==> src/hdl/wavh_pkg.sv <==
// Package for the WAVE header checker: result codes, parse phases,
// header byte offsets, tag words and the result record.
// No dependencies.
package wavh_pkg;

  // Widths fixed by the item fields.
  localparam int unsigned ByteW   = 8;
  localparam int unsigned RateW   = 31;
  localparam int unsigned SampleW = 16;
  localparam int unsigned TotalW  = 30;
  localparam int unsigned PosW    = 6;
  localparam int unsigned WordW   = 32;

  // Rate register value after reset.
  localparam logic [RateW-1:0] RateReset = RateW'(32000);

  // Offset added to each signed sample.
  localparam logic [SampleW-1:0] SampleOffset = 16'd32767;

  // Required fmt fields.
  localparam logic [WordW-1:0]   FmtSizePcm  = 32'd16;
  localparam logic [SampleW-1:0] FormatPcm   = 16'd1;
  localparam logic [SampleW-1:0] ChanMono    = 16'd1;
  localparam logic [SampleW-1:0] ChanStereo  = 16'd2;
  localparam logic [SampleW-1:0] BitsPcm16   = 16'd16;

  // Chunk tags as little-endian words.
  localparam logic [WordW-1:0] TagRiff = 32'h4646_4952;
  localparam logic [WordW-1:0] TagWave = 32'h4556_4157;
  localparam logic [WordW-1:0] TagFmt  = 32'h2074_6d66;
  localparam logic [WordW-1:0] TagData = 32'h6174_6164;

  // Offsets of the last byte of each header field that matters.
  localparam logic [PosW-1:0] PosRiff     = 6'd3;
  localparam logic [PosW-1:0] PosWave     = 6'd11;
  localparam logic [PosW-1:0] PosFmt      = 6'd15;
  localparam logic [PosW-1:0] PosFmtSize  = 6'd19;
  localparam logic [PosW-1:0] PosFormat   = 6'd21;
  localparam logic [PosW-1:0] PosChannels = 6'd23;
  localparam logic [PosW-1:0] PosRate     = 6'd27;
  localparam logic [PosW-1:0] PosBits     = 6'd35;
  localparam logic [PosW-1:0] PosData     = 6'd39;
  localparam logic [PosW-1:0] PosDataLen  = 6'd43;

  typedef enum logic [1:0] {
    KindAccept = 2'd0,
    KindSample = 2'd1,
    KindReject = 2'd2
  } kind_e;

  typedef enum logic [3:0] {
    RejNone     = 4'd0,
    RejRiff     = 4'd1,
    RejWave     = 4'd2,
    RejFmt      = 4'd3,
    RejFmtSize  = 4'd4,
    RejFormat   = 4'd5,
    RejChannels = 4'd6,
    RejData     = 4'd7,
    RejRate     = 4'd8,
    RejMono     = 4'd9,
    RejBits     = 4'd10
  } rej_e;

  typedef enum logic [1:0] {
    PhIdle    = 2'd0,
    PhHeader  = 2'd1,
    PhSamples = 2'd2,
    PhDone    = 2'd3
  } phase_e;

  // One result item.
  typedef struct packed {
    kind_e              kind;
    rej_e               code;
    logic [SampleW-1:0] sample;
    logic [TotalW-1:0]  total;
    logic               last;
  } result_t;

endpackage

==> src/hdl/wavh_in_reg.sv <==
// Input register of the WAVE header checker: holds one accepted byte item.
// Depends on wavh_pkg.
module wavh_in_reg (
  input  logic                       clk_i,
  input  logic                       rst_ni,
  input  logic                       in_valid_i,
  output logic                       in_stall_o,
  input  logic [wavh_pkg::ByteW-1:0] file_byte_i,
  input  logic                       first_byte_i,
  input  logic                       take_i,
  output logic                       vld_o,
  output logic [wavh_pkg::ByteW-1:0] byte_o,
  output logic                       first_o
);
  import wavh_pkg::*;

  logic             vld_q, vld_d;
  logic [ByteW-1:0] byte_q;
  logic             first_q;
  logic             accept;

  // A full register stalls unless its item moves on in this cycle.
  assign in_stall_o = vld_q && !take_i;
  assign accept     = in_valid_i && !in_stall_o;

  always_comb begin
    vld_d = vld_q;
    if (accept) begin
      vld_d = 1'b1;
    end else if (take_i) begin
      vld_d = 1'b0;
    end
  end

  always_ff @(posedge clk_i or negedge rst_ni) begin
    if (!rst_ni) begin
      vld_q <= 1'b0;
    end else begin
      vld_q <= vld_d;
    end
  end

  // Payload needs no reset.
  always_ff @(posedge clk_i) begin
    if (accept) begin
      byte_q  <= file_byte_i;
      first_q <= first_byte_i;
    end
  end

  assign vld_o   = vld_q;
  assign byte_o  = byte_q;
  assign first_o = first_q;

endmodule

==> src/hdl/wavh_parse.sv <==
// Header parser and sample converter of the WAVE header checker.
// Holds all parse state and forms at most one result per byte item.
// Depends on wavh_pkg.
module wavh_parse (
  input  logic                       clk_i,
  input  logic                       rst_ni,
  input  logic                       step_i,
  input  logic [wavh_pkg::ByteW-1:0] byte_i,
  input  logic                       first_i,
  input  logic [wavh_pkg::RateW-1:0] req_rate_i,
  output logic                       res_vld_o,
  output wavh_pkg::result_t          res_o
);
  import wavh_pkg::*;

  phase_e             phase_q, phase_d;
  logic [PosW-1:0]    pos_q, pos_d;
  logic [WordW-1:0]   shift_q, shift_d;
  logic               mono_q, mono_d;
  logic               bits_ok_q, bits_ok_d;
  logic [WordW-1:0]   rate_q, rate_d;
  logic [TotalW-1:0]  left_q, left_d;
  logic               low_pend_q, low_pend_d;
  logic [ByteW-1:0]   low_byte_q, low_byte_d;
  logic [SampleW-1:0] half;
  logic [TotalW-1:0]  total;
  logic               res_vld;
  result_t            res;

  // Next state and result for the item in the input register.
  always_comb begin
    phase_d    = phase_q;
    pos_d      = pos_q;
    shift_d    = shift_q;
    mono_d     = mono_q;
    bits_ok_d  = bits_ok_q;
    rate_d     = rate_q;
    left_d     = left_q;
    low_pend_d = low_pend_q;
    low_byte_d = low_byte_q;
    half       = '0;
    total      = '0;
    res_vld    = 1'b0;
    res        = '{kind: KindAccept, code: RejNone, sample: '0, total: '0, last: 1'b0};

    if (step_i) begin
      // A first byte restarts the parse whatever the phase.
      if (first_i) begin
        phase_d    = PhHeader;
        pos_d      = '0;
        shift_d    = '0;
        mono_d     = 1'b0;
        bits_ok_d  = 1'b0;
        rate_d     = '0;
        left_d     = '0;
        low_pend_d = 1'b0;
      end

      unique case (phase_d)
        PhHeader: begin
          shift_d = {byte_i, shift_d[WordW-1:ByteW]};
          half    = shift_d[WordW-1:WordW-SampleW];
          pos_d   = pos_d + 1'b1;
          res.kind = KindReject;
          res.last = 1'b1;
          unique case (first_i ? '0 : pos_q)
            PosRiff: begin
              if (shift_d != TagRiff) begin
                res_vld = 1'b1; res.code = RejRiff;
              end
            end
            PosWave: begin
              if (shift_d != TagWave) begin
                res_vld = 1'b1; res.code = RejWave;
              end
            end
            PosFmt: begin
              if (shift_d != TagFmt) begin
                res_vld = 1'b1; res.code = RejFmt;
              end
            end
            PosFmtSize: begin
              if (shift_d != FmtSizePcm) begin
                res_vld = 1'b1; res.code = RejFmtSize;
              end
            end
            PosFormat: begin
              if (half != FormatPcm) begin
                res_vld = 1'b1; res.code = RejFormat;
              end
            end
            PosChannels: begin
              if (half != ChanMono && half != ChanStereo) begin
                res_vld = 1'b1; res.code = RejChannels;
              end
              mono_d = (half == ChanMono);
            end
            PosRate: begin
              rate_d = shift_d;
            end
            PosBits: begin
              bits_ok_d = (half == BitsPcm16);
            end
            PosData: begin
              if (shift_d != TagData) begin
                res_vld = 1'b1; res.code = RejData;
              end
            end
            PosDataLen: begin
              // Final checks in order rate, mono, bits; then the sample count.
              res_vld = 1'b1;
              if (rate_q != {1'b0, req_rate_i}) begin
                res.code = RejRate;
              end else if (!mono_q) begin
                res.code = RejMono;
              end else if (!bits_ok_q) begin
                res.code = RejBits;
              end else begin
                total      = shift_d[WordW-1] ? '0 : {shift_d[WordW-2:4], 3'b000};
                left_d     = total;
                low_pend_d = 1'b0;
                phase_d    = (total == '0) ? PhDone : PhSamples;
                res.kind   = KindAccept;
                res.code   = RejNone;
                res.total  = total;
                res.last   = (total == '0);
              end
            end
            default: begin
            end
          endcase
          if (res_vld && res.kind == KindReject) begin
            phase_d = PhDone;
          end
        end
        PhSamples: begin
          // Pair bytes low first, then offset the signed sample.
          if (!low_pend_d) begin
            low_pend_d = 1'b1;
            low_byte_d = byte_i;
          end else begin
            low_pend_d = 1'b0;
            left_d     = left_d - 1'b1;
            res_vld    = 1'b1;
            res.kind   = KindSample;
            res.sample = {byte_i, low_byte_q} + SampleOffset;
            res.last   = (left_d == '0);
            if (left_d == '0) begin
              phase_d = PhDone;
            end
          end
        end
        default: begin
        end
      endcase
    end
  end

  always_ff @(posedge clk_i or negedge rst_ni) begin
    if (!rst_ni) begin
      phase_q    <= PhIdle;
      pos_q      <= '0;
      shift_q    <= '0;
      mono_q     <= 1'b0;
      bits_ok_q  <= 1'b0;
      rate_q     <= '0;
      left_q     <= '0;
      low_pend_q <= 1'b0;
    end else begin
      phase_q    <= phase_d;
      pos_q      <= pos_d;
      shift_q    <= shift_d;
      mono_q     <= mono_d;
      bits_ok_q  <= bits_ok_d;
      rate_q     <= rate_d;
      left_q     <= left_d;
      low_pend_q <= low_pend_d;
    end
  end

  // The pending low byte is payload and needs no reset.
  always_ff @(posedge clk_i) begin
    low_byte_q <= low_byte_d;
  end

  assign res_vld_o = res_vld;
  assign res_o     = res;

endmodule

==> src/hdl/wavh_out_reg.sv <==
// Result register of the WAVE header checker: holds one result item.
// Depends on wavh_pkg.
module wavh_out_reg (
  input  logic                         clk_i,
  input  logic                         rst_ni,
  input  logic                         load_i,
  input  wavh_pkg::result_t            res_i,
  output logic                         ready_o,
  output logic                         out_valid_o,
  input  logic                         out_stall_i,
  output logic [1:0]                   kind_o,
  output logic [3:0]                   reject_code_o,
  output logic [wavh_pkg::SampleW-1:0] sample_out_o,
  output logic [wavh_pkg::TotalW-1:0]  sample_total_o,
  output logic                         last_o
);
  import wavh_pkg::*;

  logic    vld_q, vld_d;
  result_t res_q;

  // Free when empty or when the held item leaves in this cycle.
  assign ready_o = !vld_q || !out_stall_i;

  always_comb begin
    vld_d = vld_q;
    if (load_i) begin
      vld_d = 1'b1;
    end else if (!out_stall_i) begin
      vld_d = 1'b0;
    end
  end

  always_ff @(posedge clk_i or negedge rst_ni) begin
    if (!rst_ni) begin
      vld_q <= 1'b0;
    end else begin
      vld_q <= vld_d;
    end
  end

  always_ff @(posedge clk_i) begin
    if (load_i) begin
      res_q <= res_i;
    end
  end

  assign out_valid_o    = vld_q;
  assign kind_o         = res_q.kind;
  assign reject_code_o  = res_q.code;
  assign sample_out_o   = res_q.sample;
  assign sample_total_o = res_q.total;
  assign last_o         = res_q.last;

endmodule

==> src/hdl/wav_header_check_pcm_offset.sv <==
// Top level of the WAVE header checker and PCM sample offset converter.
// Depends on wavh_pkg, wavh_in_reg, wavh_parse and wavh_out_reg.
//
//   Channel   Handshake                  Payload
//   input     in_valid_i / in_stall_o    file_byte_i, first_byte_i
//   output    out_valid_o / out_stall_i  kind_o, reject_code_o, sample_out_o,
//                                        sample_total_o, last_o
//   config    cfg_we_i                   cfg_data_i (required sample rate)
//
// One byte item is taken every cycle while the input is not stalled. A byte waits
// in the input register; its result, if any, passes through the combinational
// parse logic between the input and result registers into the result register.
// After reset the block waits for a byte marked first and the rate is 32000.
// An output stall holds the result register and, once the input register is
// full, stalls the input.
module wav_header_check_pcm_offset (
  input  logic                         clk_i,
  input  logic                         rst_ni,
  input  logic                         cfg_we_i,
  input  logic [wavh_pkg::RateW-1:0]   cfg_data_i,
  input  logic                         in_valid_i,
  output logic                         in_stall_o,
  input  logic [wavh_pkg::ByteW-1:0]   file_byte_i,
  input  logic                         first_byte_i,
  output logic                         out_valid_o,
  input  logic                         out_stall_i,
  output logic [1:0]                   kind_o,
  output logic [3:0]                   reject_code_o,
  output logic [wavh_pkg::SampleW-1:0] sample_out_o,
  output logic [wavh_pkg::TotalW-1:0]  sample_total_o,
  output logic                         last_o
);
  import wavh_pkg::*;

  logic [RateW-1:0] rate_q;
  logic             in_vld;
  logic [ByteW-1:0] in_byte;
  logic             in_first;
  logic             out_ready;
  logic             step;
  logic             res_vld;
  result_t          res;

  // Required rate register.
  always_ff @(posedge clk_i or negedge rst_ni) begin
    if (!rst_ni) begin
      rate_q <= RateReset;
    end else if (cfg_we_i) begin
      rate_q <= cfg_data_i;
    end
  end

  // An item moves into the parser when the result register can take its result.
  assign step = in_vld && out_ready;

  wavh_in_reg u_in (
    .clk_i        (clk_i),
    .rst_ni       (rst_ni),
    .in_valid_i   (in_valid_i),
    .in_stall_o   (in_stall_o),
    .file_byte_i  (file_byte_i),
    .first_byte_i (first_byte_i),
    .take_i       (step),
    .vld_o        (in_vld),
    .byte_o       (in_byte),
    .first_o      (in_first)
  );

  wavh_parse u_parse (
    .clk_i      (clk_i),
    .rst_ni     (rst_ni),
    .step_i     (step),
    .byte_i     (in_byte),
    .first_i    (in_first),
    .req_rate_i (rate_q),
    .res_vld_o  (res_vld),
    .res_o      (res)
  );

  wavh_out_reg u_out (
    .clk_i          (clk_i),
    .rst_ni         (rst_ni),
    .load_i         (res_vld),
    .res_i          (res),
    .ready_o        (out_ready),
    .out_valid_o    (out_valid_o),
    .out_stall_i    (out_stall_i),
    .kind_o         (kind_o),
    .reject_code_o  (reject_code_o),
    .sample_out_o   (sample_out_o),
    .sample_total_o (sample_total_o),
    .last_o         (last_o)
  );

endmodule
==> config.mk <==
export PLATFORM = sky130hd
export DESIGN_NAME = wav_header_check_pcm_offset
export DESIGN_NICKNAME = d
export VERILOG_FILES = /design/src/hdl/wavh_pkg.sv /design/src/hdl/wavh_in_reg.sv /design/src/hdl/wavh_parse.sv /design/src/hdl/wavh_out_reg.sv /design/src/hdl/wav_header_check_pcm_offset.sv
export SDC_FILE = /design/constraint.sdc
export NUM_CORES = 1
export LEC_CHECK = 0
export BUFFER_PORTS_ARGS = -buffer_cell sky130_fd_sc_hd__buf_2
export CAP_MARGIN = 20
export CORE_AREA = 2 2 212 214
export DETAILED_ROUTE_END_ITERATION = 10
export DIE_AREA = 0 0 214 216
export GPL_TIMING_DRIVEN = 0
export REMOVE_ABC_BUFFERS = 1
export SYNTH_ARGS = -nofsm -noshare
export SYNTH_HDL_FRONTEND = slang
export SYNTH_HIERARCHICAL = 1
export SYNTH_SLANG_ARGS = --single-unit
==> constraint.sdc <==
create_clock -name clk_i -period 4.6 [get_ports clk_i]
set_clock_uncertainty 0.15 [all_clocks]
set_input_delay 0.69 -clock clk_i [delete_from_list [all_inputs] [get_ports clk_i]]
set_output_delay 0.69 -clock clk_i [all_outputs]
set_load 0.01 [all_outputs]
==> reports/summary.md, run 1 <==
The number of standard cells after synthesis was 1061. TritonCTS built the clock tree. The mux share of post-synthesis cell area was 0.0404. Counting along the longest clock path gives a buffer depth of 2. In this run, placement finished with an instance count of 1683. The number of clock sinks is 200. The logs give 0.248 for the effective utilization at floorplan and 0.0120 mm^2 for the instance area at placement. Global-route usage over all layers: 0.152.

Across the run, the number of max-cap violations was 0. Data arrives at the worst endpoint at 4.31 ns. The repair_antennas step left the layout with diodes totalling 0. From left edge to right edge, the die measures 214 um. The die covers 0.0462 mm^2. The xor/xnor share of the synthesized area is 0.0403. After synthesis, the most frequently instantiated cells are dfrtp_1 (124), nand2_1 (103), nor2_1 (71). Relative to the synthesized area, the layout overhead comes to 16.5%. Post-synthesis share of cell area spent on full adders, half adders and majority gates: 0.00806.

The worst-case IR drop observed on VDD is 0.000256 V. Post-detailed-route wirelength per cell: 20.2 um. At the pin with the least slew margin, the transition time is 0.959 ns.

The routed layout has 8959 vias. The fraction of the cycle the final worst path needs is 0.940. Class of the worst hold path: in -> async. In this run the static leakage power is 4.70 nW. The worst max-slew margin expressed relative to the limit came out at 0.356. The filler cells instantiated in the layout total 4617.

Entering global routing, the biggest net connects 80 pins. The post-synthesis compound-gate area fraction was 0.173. The total number of H-tree levels was 4; the data required time at the worst endpoint was 4.59 ns. The final weighted congestion of routability-driven global placement was 0.892.

Number of clock buffers inserted by TritonCTS: 17. The core box area is 0.0438 mm^2. Once routing completed, OpenROAD measured the worst setup slack at 0.276 ns.

The proportion of synthesized chip area in sequential cells is 0.493, and the number of endpoints with negative hold slack in the final report is 0. The max-slew violation count was 0; the sum of internal, switching and leakage power was 5.01 mW. The HPWL after detailed placement was 24200 um.

The pre-antenna-repair detailed-routing pass consisted of 5 iterations. The fraction of final layout cells sized beyond drive strength 1 works out to 0.193. The DRC violation count after routing came out at 0.

Yosys instantiated no cell more often than dfrtp_1. The clock reaches the later pin of the worst-skew pair after 0.45 ns. The share of async-settable or async-resettable flops after synthesis came out at 0.650. For this design the top-level I/O count stands at 100. Endpoint class of the critical path: a flop. The final layout contains routed wiring with a total length of 34800 um. The multi-input combinational cells in the finished layout cover a total of 0.00508 mm^2. Dividing the detail-routed via count by the number of cells gives 5.20.

The tools report the highest attainable clock frequency as 231 MHz. The final net count was 1169. In this run the cell area of the synthesized design comes to 0.0109 mm^2. Worst slack at placement: -1.37 ns. For the footprint of the flip-flops and latches, the log shows 0.00536 mm^2.

The tools report the floorplan row count as 77. Setup repair after global routing left no endpoint under its margin. The average cell area after synthesis works out to 10.2 um^2. The synthesis warning total is 6, and the count of non-filler cells in the finished layout is 1722. The via count of the first global-routing pass was 8630; the total power density per cell area was 395 mW/mm^2. The clock-pin slew on the worst setup and hold paths was 0.08 ns. The most frequently used flop master after synthesis was dfrtp_1.

The worst setup path is of the reg -> reg kind. For this run the aggregate overflow at the end of global routing stands at 0. The run finished with clean final reports.

The initial antenna violation count was 0; the number of antenna-violating nets in the routed design was 0. In this run the worst path has a maximum fanout of 31. The combinational family with the most area after synthesis was simple AND/OR/NAND/NOR gates. The count of input and output buffers works out to 99. The biggest area contributor in the post-synthesis netlist is dfrtp_1.

Number of enable-type register cells in the synthesized netlist: 70. The post-synthesis register bit count was 200. First-pass GRT wire length: 54200 um.

Clock tree synthesis selected as its root buffer the cell clkbuf_16. Measured along the y axis, the die boundary spans 216 um. The number of unique standard cell types used by synthesis is 84, and the proportion of netlist area held by the largest area contributor is 0.286.

The minimum clock period came out at 4.32 ns. The worst setup path is launched from a flop. For the post-route cell area, the log shows 0.0127 mm^2. The area share of and/or/nand/nor cells after synthesis came out at 0.199. Yosys attributes the largest share of cell area to dfrtp_1 (29%), edfxtp_1 (19%), nand2_1 (3.6%). In this run, the number of DRC markers left after iteration 0 of detailed routing was 783.

Setup violations remaining at the end of the flow were counted as 0.
-- registers in the layout, indices dropped and copies added (netlist names), 2 cells and up --
| signal | cells |
|---|---|
| u_out/kind_o | 2 |
| u_parse/left_q | 30 |
| u_parse/phase_q | 2 |
| u_parse/rate_q | 32 |
| u_parse/shift_q | 24 |
| u_out/reject_code_o | 4 |
| u_parse/pos_q | 6 |
| rate_q | 31 |
| u_out/sample_out_o | 16 |
| u_parse/low_byte_q | 8 |
| u_out/sample_total_o | 30 |
| u_in/byte_o | 8 |
-- logic make-up after synthesis --
logic type,Yosys count
simple gates,390
compound gates,266
flops,200
buf+inv,107
xor+xnor,50
mux,40
fa+ha+maj,7
other cells,1
-- worst paths after layout --
check / start / end / slack [ns] / cells past startpoint
setup / recovery: u_in/first_o / u_out/sample_out_o[5] / 0.28 / 14
hold / removal: rst_ni / rate_q[15] / 0.03 / 1
setup reg to reg: u_in/first_o / u_out/sample_out_o[5] / 0.28 / 14
hold reg to reg: u_parse/pos_q[1] / u_parse/pos_q[1] / 0.34 / 2
max in group asynchronous: rst_ni / u_parse/left_q[27] / 3.46 / 2
min in group clk_i: file_byte_i[3] / u_in/byte_o[3] / 0.27 / 1
-- worst max-delay path, cell delays in order, from the launching register on --
cell and delay [ns]:
edfxtp_1 0.50, buf_16 0.21, buf_16 0.17, buf_16 0.17
clkinvlp_4 0.17, nand2_1 0.13, inv_1 0.10, ha_2 0.42
inv_1 0.14, nor2_2 0.30, nand2_1 0.27, nor2_2 0.40
nand2_2 0.28, nand2_8 0.30, buf_12 0.24
-- layer usage --
| layer | track usage | up-vias | part of all wire |
|---|---|---|---|
| li1 | - | 4054 | - |
| met1 | 0.208 | 4498 | 0.44 |
| met2 | 0.241 | 352 | 0.47 |
| met3 | 0.0289 | 55 | 0.066 |
| met4 | 0.0473 | 0 | 0.025 |
| met5 | 0 | - | 0 |
-- cells in the final DEF, fill, tap and decap left out, types with 5 or more instances in the layout --
| master | Yosys | routed |
|---|---|---|
| buf_2 | 8 | 98 |
| dfrtp_1 | 124 | 124 |
| nor3b_1 | 5 | 5 |
| nor2_1 | 71 | 69 |
| o211ai_1 | 7 | 7 |
| a211oi_1 | 6 | 6 |
| or3_1 | 7 | 7 |
| o31a_1 | 7 | 7 |
| a21oi_1 | 30 | 30 |
| nor3_1 | 34 | 34 |
| mux2i_1 | 9 | 9 |
| o21a_1 | 5 | 5 |
| nand2_1 | 103 | 101 |
| o21ai_0 | 54 | 54 |
| buf_4 | 7 | 5 |
| a22o_1 | 12 | 12 |
| a21o_1 | 6 | 6 |
| a22oi_1 | 28 | 28 |
| buf_16 | 0 | 6 |
| nand3_1 | 27 | 27 |
| nor2b_1 | 17 | 17 |
| xnor2_1 | 35 | 35 |
| a221o_1 | 6 | 6 |
| or4_1 | 6 | 6 |
| inv_1 | 26 | 25 |
| nand3b_1 | 7 | 7 |
| clkbuf_16 | 0 | 17 |
| nand4b_1 | 5 | 5 |
| o31ai_1 | 9 | 9 |
| edfxtp_1 | 70 | 70 |
| o2bb2ai_1 | 36 | 36 |
| nor4_1 | 17 | 17 |
| nand2b_1 | 5 | 5 |
| and2_1 | 26 | 25 |
| mux2_2 | 31 | 31 |
| a31oi_1 | 21 | 21 |
| dfstp_2 | 6 | 6 |
| xor2_1 | 15 | 15 |
| nand4_1 | 17 | 17 |
-- power breakdown --
group	internal [mW]	switching (mW)	total (mW)	leakage, nW
Sequential	2.00	0.370	2.37	2.29
Clock	0.776	0.770	1.55	0.288
Combinational	0.413	0.678	1.09	2.12
-- what timing repair did --
| item | CTS | global route |
|---|---|---|
| hold buffers | 0 | 0 |
| setup endpoints to repair | 142 | 76 |
| resized for setup | 5 | 6 |
| buffers inserted | 3 | 3 |
| pin swaps | 0 | 2 |
-- area by class of cell --
cell class | count | share of cell area
sequential | 200 | 0.424
multi-input combinational | 756 | 0.401
timing repair buffer | 115 | 0.0619
tap | 592 | 0.0585
clock buffer | 18 | 0.0339
clock inverter | 14 | 0.0126
inverter | 27 | 0.00830
-- through the flow --
step | TNS, ns | hold slack (ns) | util
2_1_floorplan | -147.81 | 0.244 | -
3_3_place_gp | -810.50 | 0.314 | 0.267
3_5_place_dp | -87.33 | 0.321 | 0.273
4_1_cts | 0 | 0.0428 | 0.287
5_1_grt | 0 | 0.0615 | 0.289
6_report | 0 | 0.0277 | 0.289
No activity file was read; power rests on OpenSTA's default activity.
==> run 2: changes to the inputs <==
--- a/config.mk
+++ b/config.mk
@@ -7,9 +7,9 @@
 export LEC_CHECK = 0
 export BUFFER_PORTS_ARGS = -buffer_cell sky130_fd_sc_hd__buf_2
 export CAP_MARGIN = 20
-export CORE_AREA = 2 2 212 214
+export CORE_AREA = 2 2 202 224
 export DETAILED_ROUTE_END_ITERATION = 10
-export DIE_AREA = 0 0 214 216
+export DIE_AREA = 0 0 204 226
 export GPL_TIMING_DRIVEN = 0
 export REMOVE_ABC_BUFFERS = 1
 export SYNTH_ARGS = -nofsm -noshare
==> run 2 against run 1 <==
Against the previous run:
- largest power group unchanged
- sequential power is essentially flat
- largest cell class unchanged
- highest routed layer unchanged
- setup slack is essentially flat
- sequential share of layout area grew 0.28 points
==> reports/summary.md, run 2 (synthesis results as in run 1) <==
TritonCTS built the clock tree. The total routed wirelength is 34700 um (-0.38%). The count of non-filler cells in the finished layout was 1710 (-0.70%); the worst hold slack was 0.0603 ns (+0.0326 ns). For the pin count of the biggest net entering global routing, the log shows 77 (-3.8%).

STA classifies the critical path startpoint as a flop. The DRC violation count after routing is 0 (unchanged). The peak per-stage delay on the critical path was 0.61 ns (+0.11 ns); the portion of total power attributed to the clock network was 0.305 (-0.004). The measured slew at the worst slew-check pin was 1.02 ns (+0.0576 ns); the wire length the detailed router placed on met1 was 14900 um (-3.4%). The library cells used most frequently in the layout, excluding fill and tap cells, are dfrtp_1 (124), nand2_1 (101), buf_2 (99).

The vertical die dimension is 226 um (+4.6%). The ratio of routed vias to standard cells came out at 5.17 (-0.62%). For the max-slew violation count, the log shows 0 (unchanged). The largest registers in the layout are u_parse/rate_q (32), rate_q (31). The logs give 0 (unchanged) for the global-route congestion overflow total and 17 (unchanged) for the number of clock buffers inserted by TritonCTS. The logs give 0.477 (+0.004) for the register share of total power and 0.276 ns (-0.000277 ns) for the worst-case setup margin in the final layout. Count of final setup violators: 0 (unchanged). Sum of internal, switching and leakage power: 4.96 mW (-0.89%). The instance area at placement is 0.0119 mm^2 (about the same). The floorplan row count was 81 (+5.2%); the final net count was 1168 (-0.086%). Routed signal wires occupy layers up through met4.

The run gives 0.45 ns (about the same) as the source-to-sink clock delay at the later pin of the worst-skew pair. The startpoint of the worst-slack reg-to-reg timing path was u_in/first_o. The post-detailed-route wirelength per cell came out at 20.3 um (+0.32%).

Among the stages of the critical path, the cell type that occurs most often is nand2_1. The routed wire length on met2 is 16700 um (+3.1%), and the clock-pin slew on the worst setup and hold paths is 0.08 ns (about the same). Core box area: 0.0440 mm^2 (+0.34%).

The part of the power in combinational logic is 0.218 (about the same). Register containing the most flip-flops in the final layout: u_parse/rate_q. The total number of H-tree levels is 4 (unchanged), and the number of iterations in the first detailed-routing pass is 5 (unchanged).

The maximum fanout count along the critical path is 28 (-9.7%). Setup repair after global routing left no endpoint under its margin. Overall die width: 204 um (-4.7%). The run gives 4.68 nW (-0.30%) as the leakage component of the power. In this run the worst hold path is classified as in -> async. The critical path starts at u_in/first_o. The reported net switching power was 1.75 mW (-3.9%). The signal on the critical path passes through buf_16 > clkinvlp_4 > buf_16 > nand2_1 > ha_1 > nand2_1 > nor2_1 > nand2_1 > nand2_8 > buf_12. Minimum clock period: 4.32 ns (+0.000277 ns). The tools report the final weighted congestion of routability-driven global placement as 0.924 (+3.6%). The cell internal power dissipation was 3.21 mW (+0.83%); the total inserted antenna cells was 0 (unchanged). The fraction of the cycle the final worst path needs came out at 0.940 (about the same).

For the count of pins on the block boundary, the log shows 100 (unchanged). The highest attainable clock frequency was 231 MHz (about the same); the count of hold buffers inserted by post-cts repair was 0 (unchanged). Compared with the post-synthesis result, the final layout area differs by 15.8%. The number of antenna-violating nets in the routed design is 0 (unchanged). The switching portion of total power came out at 0.352 (-0.0111).

The slowest stage of the critical path belongs to the cell nor2_1. The tools report the initial antenna violation count as 0 (unchanged). The run finished with clean final reports. The number of clock sinks was 200 (unchanged); the effective utilization at floorplan was 0.247 (-0.000839). The total power density per cell area was 394 mW/mm^2 (-0.24%); the count of placed standard cells including taps was 1674 (-0.53%). The count of input and output buffers was 99 (unchanged); the vias after detailed routing was 8841 (-1.3%).

The number of endpoints with negative hold slack in the final report was 0 (unchanged). The number of buffers and inverters on the critical path was 4 (-3). For the post-route cell area, the log shows 0.0126 mm^2 (-0.65%). The buffer depth of the longest clock path was 2 (unchanged); the arrival time of the worst setup path was 4.32 ns (about the same). The cell family with the largest share of critical-path delay is simple AND/OR/NAND/NOR gates. The setup path with the least slack is of type reg -> reg. For the worst slack at placement, the log shows -1.13 ns (+0.238 ns). For the starting DRC count in detailed routing, the log shows 707 (-9.7%). For the floorplan die area, the log shows 0.0461 mm^2 (-0.26%). Via count of the first global-routing pass: 8657 (+0.31%). The tree is rooted in a clkbuf_16. Leaving out fill and tap cells, the most frequent cell in the layout is dfrtp_1. The data required time at the worst endpoint is 4.59 ns (about the same), and the first-pass GRT wire length is 53100 um (-2.0%). The tools report the maximum vdd drop as 0.000193 V (-25%). The routed length on met3 is 1910 um (-17%), and the number of maximum-capacitance constraint violations is 0 (unchanged). The fraction of final layout cells sized beyond drive strength 1 works out to 0.187 (-0.00603). STA classifies the critical path endpoint as a flop. The tools report the worst max-slew margin expressed relative to the limit as 0.322 (-0.0336). The flip-flop count of the largest register, all copies and words added was 32 (unchanged).

The global-route usage over all layers was 0.151 (-0.000616); the HPWL after detailed placement was 24100 um (-0.36%).
run 2: layer usage:
layer / track usage / vias to the layer above
met2: 0.251 / 337
met1: 0.195 / 4366
li1: - / 4062
met5: 0 / -
met4: 0.0626 / 0
met3: 0.0240 / 76
run 2: final cells by class:
cell class | count | area, um^2
fillers | 4615 | 31400
flip-flops and latches | 200 | 5360
multi-input cells | 756 | 5050
repair buffers | 114 | 759
well taps | 581 | 727
clock buffers | 20 | 437
clock inverters | 12 | 139
inverters | 27 | 105
run 2: worst paths after layout:
kind,endpoint,slack [ns],cells past startpoint
max,u_out/sample_out_o[5],0.28,10
max reg2reg,u_out/sample_out_o[5],0.28,10
min,rate_q[25],0.06,1
min in group clk_i,u_in/byte_o[5],0.26,1
max in group asynchronous,rate_q[13],3.39,2
min reg2reg,u_parse/pos_q[1],0.33,2
run 2: timing repair:
action	in CTS	in global routing
setup endpoints to repair	79	47
setup buffers	1	3
pin swaps	0	1
resized for setup	5	2
run 2: stage by stage:
stage           util  setup TNS (ns)
2_1_floorplan      -         -147.81
3_3_place_gp   0.266         -755.61
5_1_grt        0.286               0
4_1_cts        0.285               0
3_5_place_dp   0.272          -60.25
6_report       0.286               0
run 2: power by group through the flow:
| stage | combinational, mW | clock [mW] | sequential, mW |
|---|---|---|---|
| after detailed placement | 1.06 | 0 | 2.39 |
| after CTS | 1.07 | 1.56 | 2.35 |
| final | 1.08 | 1.51 | 2.37 |
| after global placement | 0.987 | 0 | 2.41 |
| after floorplan | 0.689 | 0 | 2.22 |
| after global routing | 1.17 | 1.62 | 2.38 |
==> run 3: changes to the inputs <==
==> constraint.sdc (replaced) <==
create_clock -name clk_i -period 3.77 [get_ports clk_i]
set_clock_uncertainty 0.15 [all_clocks]
set_input_delay 0.5655 -clock clk_i [delete_from_list [all_inputs] [get_ports clk_i]]
set_output_delay 0.5655 -clock clk_i [all_outputs]
set_load 0.01 [all_outputs]
==> run 3 against run 2 <==
Against the previous run:
- register-to-register slack worse by 0.19 ns
- combinational power increased by 26%
- core utilization rose by 0.43 points
- fmax is 17% higher
- global-route usage up 0.17 points
- via count is 1.3% higher
- die area unchanged
- cell count up 0.58%
- non-clock buffer count is 9 higher
- sequential share of layout area down 0.63 points
- hold slack improved by 0.080 ns
- largest power group unchanged
==> reports/summary.md, run 3 (synthesis results as in run 1) <==
For the global-route usage over all layers, the log shows 0.153 (+0.00170). STA classifies the critical path startpoint as a flop. Relative to the synthesized area, the layout overhead comes to 17.5%. For the global-route congestion overflow total, the log shows 0 (unchanged). The clock-pin slew on the worst setup and hold paths was 0.08 ns (about the same); the buffer depth of the longest clock path was 2 (unchanged). The number of clock buffers inserted by TritonCTS was 17 (unchanged). The clock tree root driver cell was clkbuf_16. The ratio of routed vias to standard cells came out at 5.21 (+0.73%). Pin count of the biggest net entering global routing: 77 (unchanged).

Setup repair after global routing left no endpoint under its margin. Count of pins on the block boundary: 100 (unchanged). The DRC violation count after routing is 0 (unchanged).

The startpoint identified for the worst register-to-register timing path is u_in/first_o. The overall die width is 204 um (unchanged). The highest attainable clock frequency is 272 MHz (+17%), and the count of final setup violators is 0 (unchanged).

The number of antenna-violating nets in the routed design is 0 (unchanged). For the worst max-slew margin expressed relative to the limit, the log shows 0.387 (+0.0651). For the leakage component of the power, the log shows 4.75 nW (+1.4%). The post-detailed-route wirelength per cell was 20.4 um (+0.62%); the count of non-filler cells in the finished layout was 1720 (+0.58%).

The worst setup slack for register-to-register paths was 0.09 ns (-0.19 ns). The run gives 0.000235 V (+22%) as the maximum vdd drop. The critical-path cell with the highest stage delay is edfxtp_1. The path with the worst hold slack has its endpoint at u_in/byte_o[5]. The run gives 24100 um (unchanged) as the HPWL after detailed placement.

TritonCTS built the clock tree. Sum of internal, switching and leakage power: 6.09 mW (+23%). Walking the worst path, the cells encountered are buf_16 > clkinvlp_4 > nand2_1 > ha_4 > or3b_4 > o31a_1 > nor4b_2 > nand4_1 > nor4b_2 > nand4_1 > nor2_1 > o21a_1.

The filler cell count in the final layout is 4598 (-0.37%), and the depth of the worst hold-timing path is 1. The via count of the first global-routing pass was 8684 (+0.31%). The worst slack at placement was -1.96 ns (-0.830 ns). Fraction of final layout cells sized beyond drive strength 1: 0.204 (+0.0168). For the max-slew violation count, the log shows 0 (unchanged). The floorplan row count is 81 (unchanged), and the first-pass GRT wire length is 53700 um (+1.2%).

The fraction of the cycle the final worst path needs was 0.977 (+0.0369); the total power density per cell area was 477 mW/mm^2 (+21%). The count of input and output buffers works out to 99 (unchanged). Leaving out fill and tap cells, the most frequent cell in the layout is dfrtp_1. The total routed wirelength is 35100 um (+1.2%). In this run the critical register-to-register path is captured at u_out/last_o. The depth of the worst register-to-register path is 12 (+2), and the starting DRC count in detailed routing is 693 (-2.0%). Leaving out fill and tap cells, the most frequent cells in the layout are dfrtp_1 (124), buf_2 (99), nand2_1 (99). The final weighted congestion of routability-driven global placement is 0.924 (unchanged). Vertical die dimension: 226 um (unchanged). The run finished with clean final reports.

The tools report the number of iterations in the first detailed-routing pass as 5 (unchanged). The minimum clock period was 3.68 ns (-0.641 ns); the initial antenna violation count was 0 (unchanged). The run gives 3.90 ns (-0.69 ns) as the data required time at the worst endpoint. For the footprint of the flip-flops and latches, the log shows 0.00536 mm^2 (unchanged).

The number of buffers and inverters on the critical path is 2 (-2). The worst hold path belongs to the class in -> reg. The flip-flop count of the largest register, all copies and words added was 32 (unchanged). The critical path is of the reg -> reg type.

Counting flops per register, the top entry is u_parse/rate_q. The vias after detailed routing is 8958 (+1.3%). The logs give 0.45 ns (about the same) for the source-to-sink clock delay at the later pin of the worst-skew pair and 1178 (+0.86%) for the final net count. The run gives 0.247 (unchanged) as the effective utilization at floorplan. The tools report the total number of H-tree levels as 4 (unchanged). The number of clock sinks is 200 (unchanged), and the measured slew at the worst slew-check pin is 0.911 ns (-0.106 ns). The total area of multi-input combinational cells was 0.00515 mm^2 (+2.1%). Cell family with the largest share of critical-path delay: simple AND/OR/NAND/NOR gates. For the total inserted antenna cells, the log shows 0 (unchanged). The floorplan die area was 0.0461 mm^2 (unchanged); the number of maximum-capacitance constraint violations was 0 (unchanged). The tools report the core box area as 0.0440 mm^2 (unchanged).

Worst-case setup margin in the final layout: 0.0869 ns (-0.189 ns). The run gives 1674 (unchanged) as the count of placed standard cells including taps. The endpoint class of the critical path was a flop. For the number of endpoints with negative hold slack in the final report, the log shows 0 (unchanged). The maximum fanout count along the critical path works out to 23 (-18%). The worst hold path startpoint is file_byte_i[5]. The worst hold slack is 0.140 ns (+0.0795 ns). The arrival time of the worst setup path was 3.82 ns (-0.50 ns); the peak per-stage delay on the critical path was 0.48 ns (-0.13 ns). In the final layout, the registers with the most flip-flops are u_parse/rate_q (32), rate_q (31).
run 3: changes by cell type in the layout (fill, tap and decap cells not counted), sizes merged:
cell,before,now
buf,114,122
dlygate4sd3,0,1
nand2,103,104
run 3: area by class of cell:
| cell class | instances | share of cell area |
|---|---|---|
| tap | 581 | 0.0569 |
| inverter | 27 | 0.00823 |
| clock inverter | 12 | 0.0109 |
| timing repair buffer | 123 | 0.0660 |
| clock buffer | 20 | 0.0342 |
| multi-input combinational | 757 | 0.404 |
| sequential | 200 | 0.420 |
run 3: worst max path at each step:
stage | from | to | depth (start not counted)
CTS | u_in/first_o | u_out/sample_total_o[0] | 11
finish | u_in/first_o | u_out/last_o | 12
global placement | u_in/first_o | u_out/sample_total_o[0] | 8
global route | u_in/first_o | u_out/sample_out_o[5] | 11
floorplan | u_in/first_o | u_out/kind_o[0] | 7
detailed placement | u_in/first_o | u_out/sample_total_o[0] | 13
run 3: stage by stage:
step	area, um^2	setup TNS [ns]	util
floorplan	10500	-305.96	-
detailed placement	11900	-153.70	0.272
CTS	12700	0	0.289
global route	12800	0	0.290
finish	12800	0	0.290
global placement	11700	-929.08	0.266
run 3: repair_timing:
item | in CTS | in global routing
endpoints found under the setup margin | 162 | 58
hold buffers | 1 | 0
gates resized for setup | 16 | 11
setup buffers | 12 | 0
cloned | 1 | 0
pin swaps | 3 | 0
endpoints found under the hold margin | 53 | 0
run 3: where the power goes:
group	leakage [nW]	switching, mW	internal (mW)
combinational	2.18	0.857	0.507
sequential	2.29	0.449	2.44
clock	0.282	0.850	0.990
run 3: per-layer routing:
layer / share of wire / track usage / vias up
met5: 0 / 0 / -
met4: 0.034 / 0.0612 / 0
met3: 0.055 / 0.0237 / 73
met2: 0.48 / 0.254 / 358
met1: 0.43 / 0.199 / 4449
li1: - / - / 4078
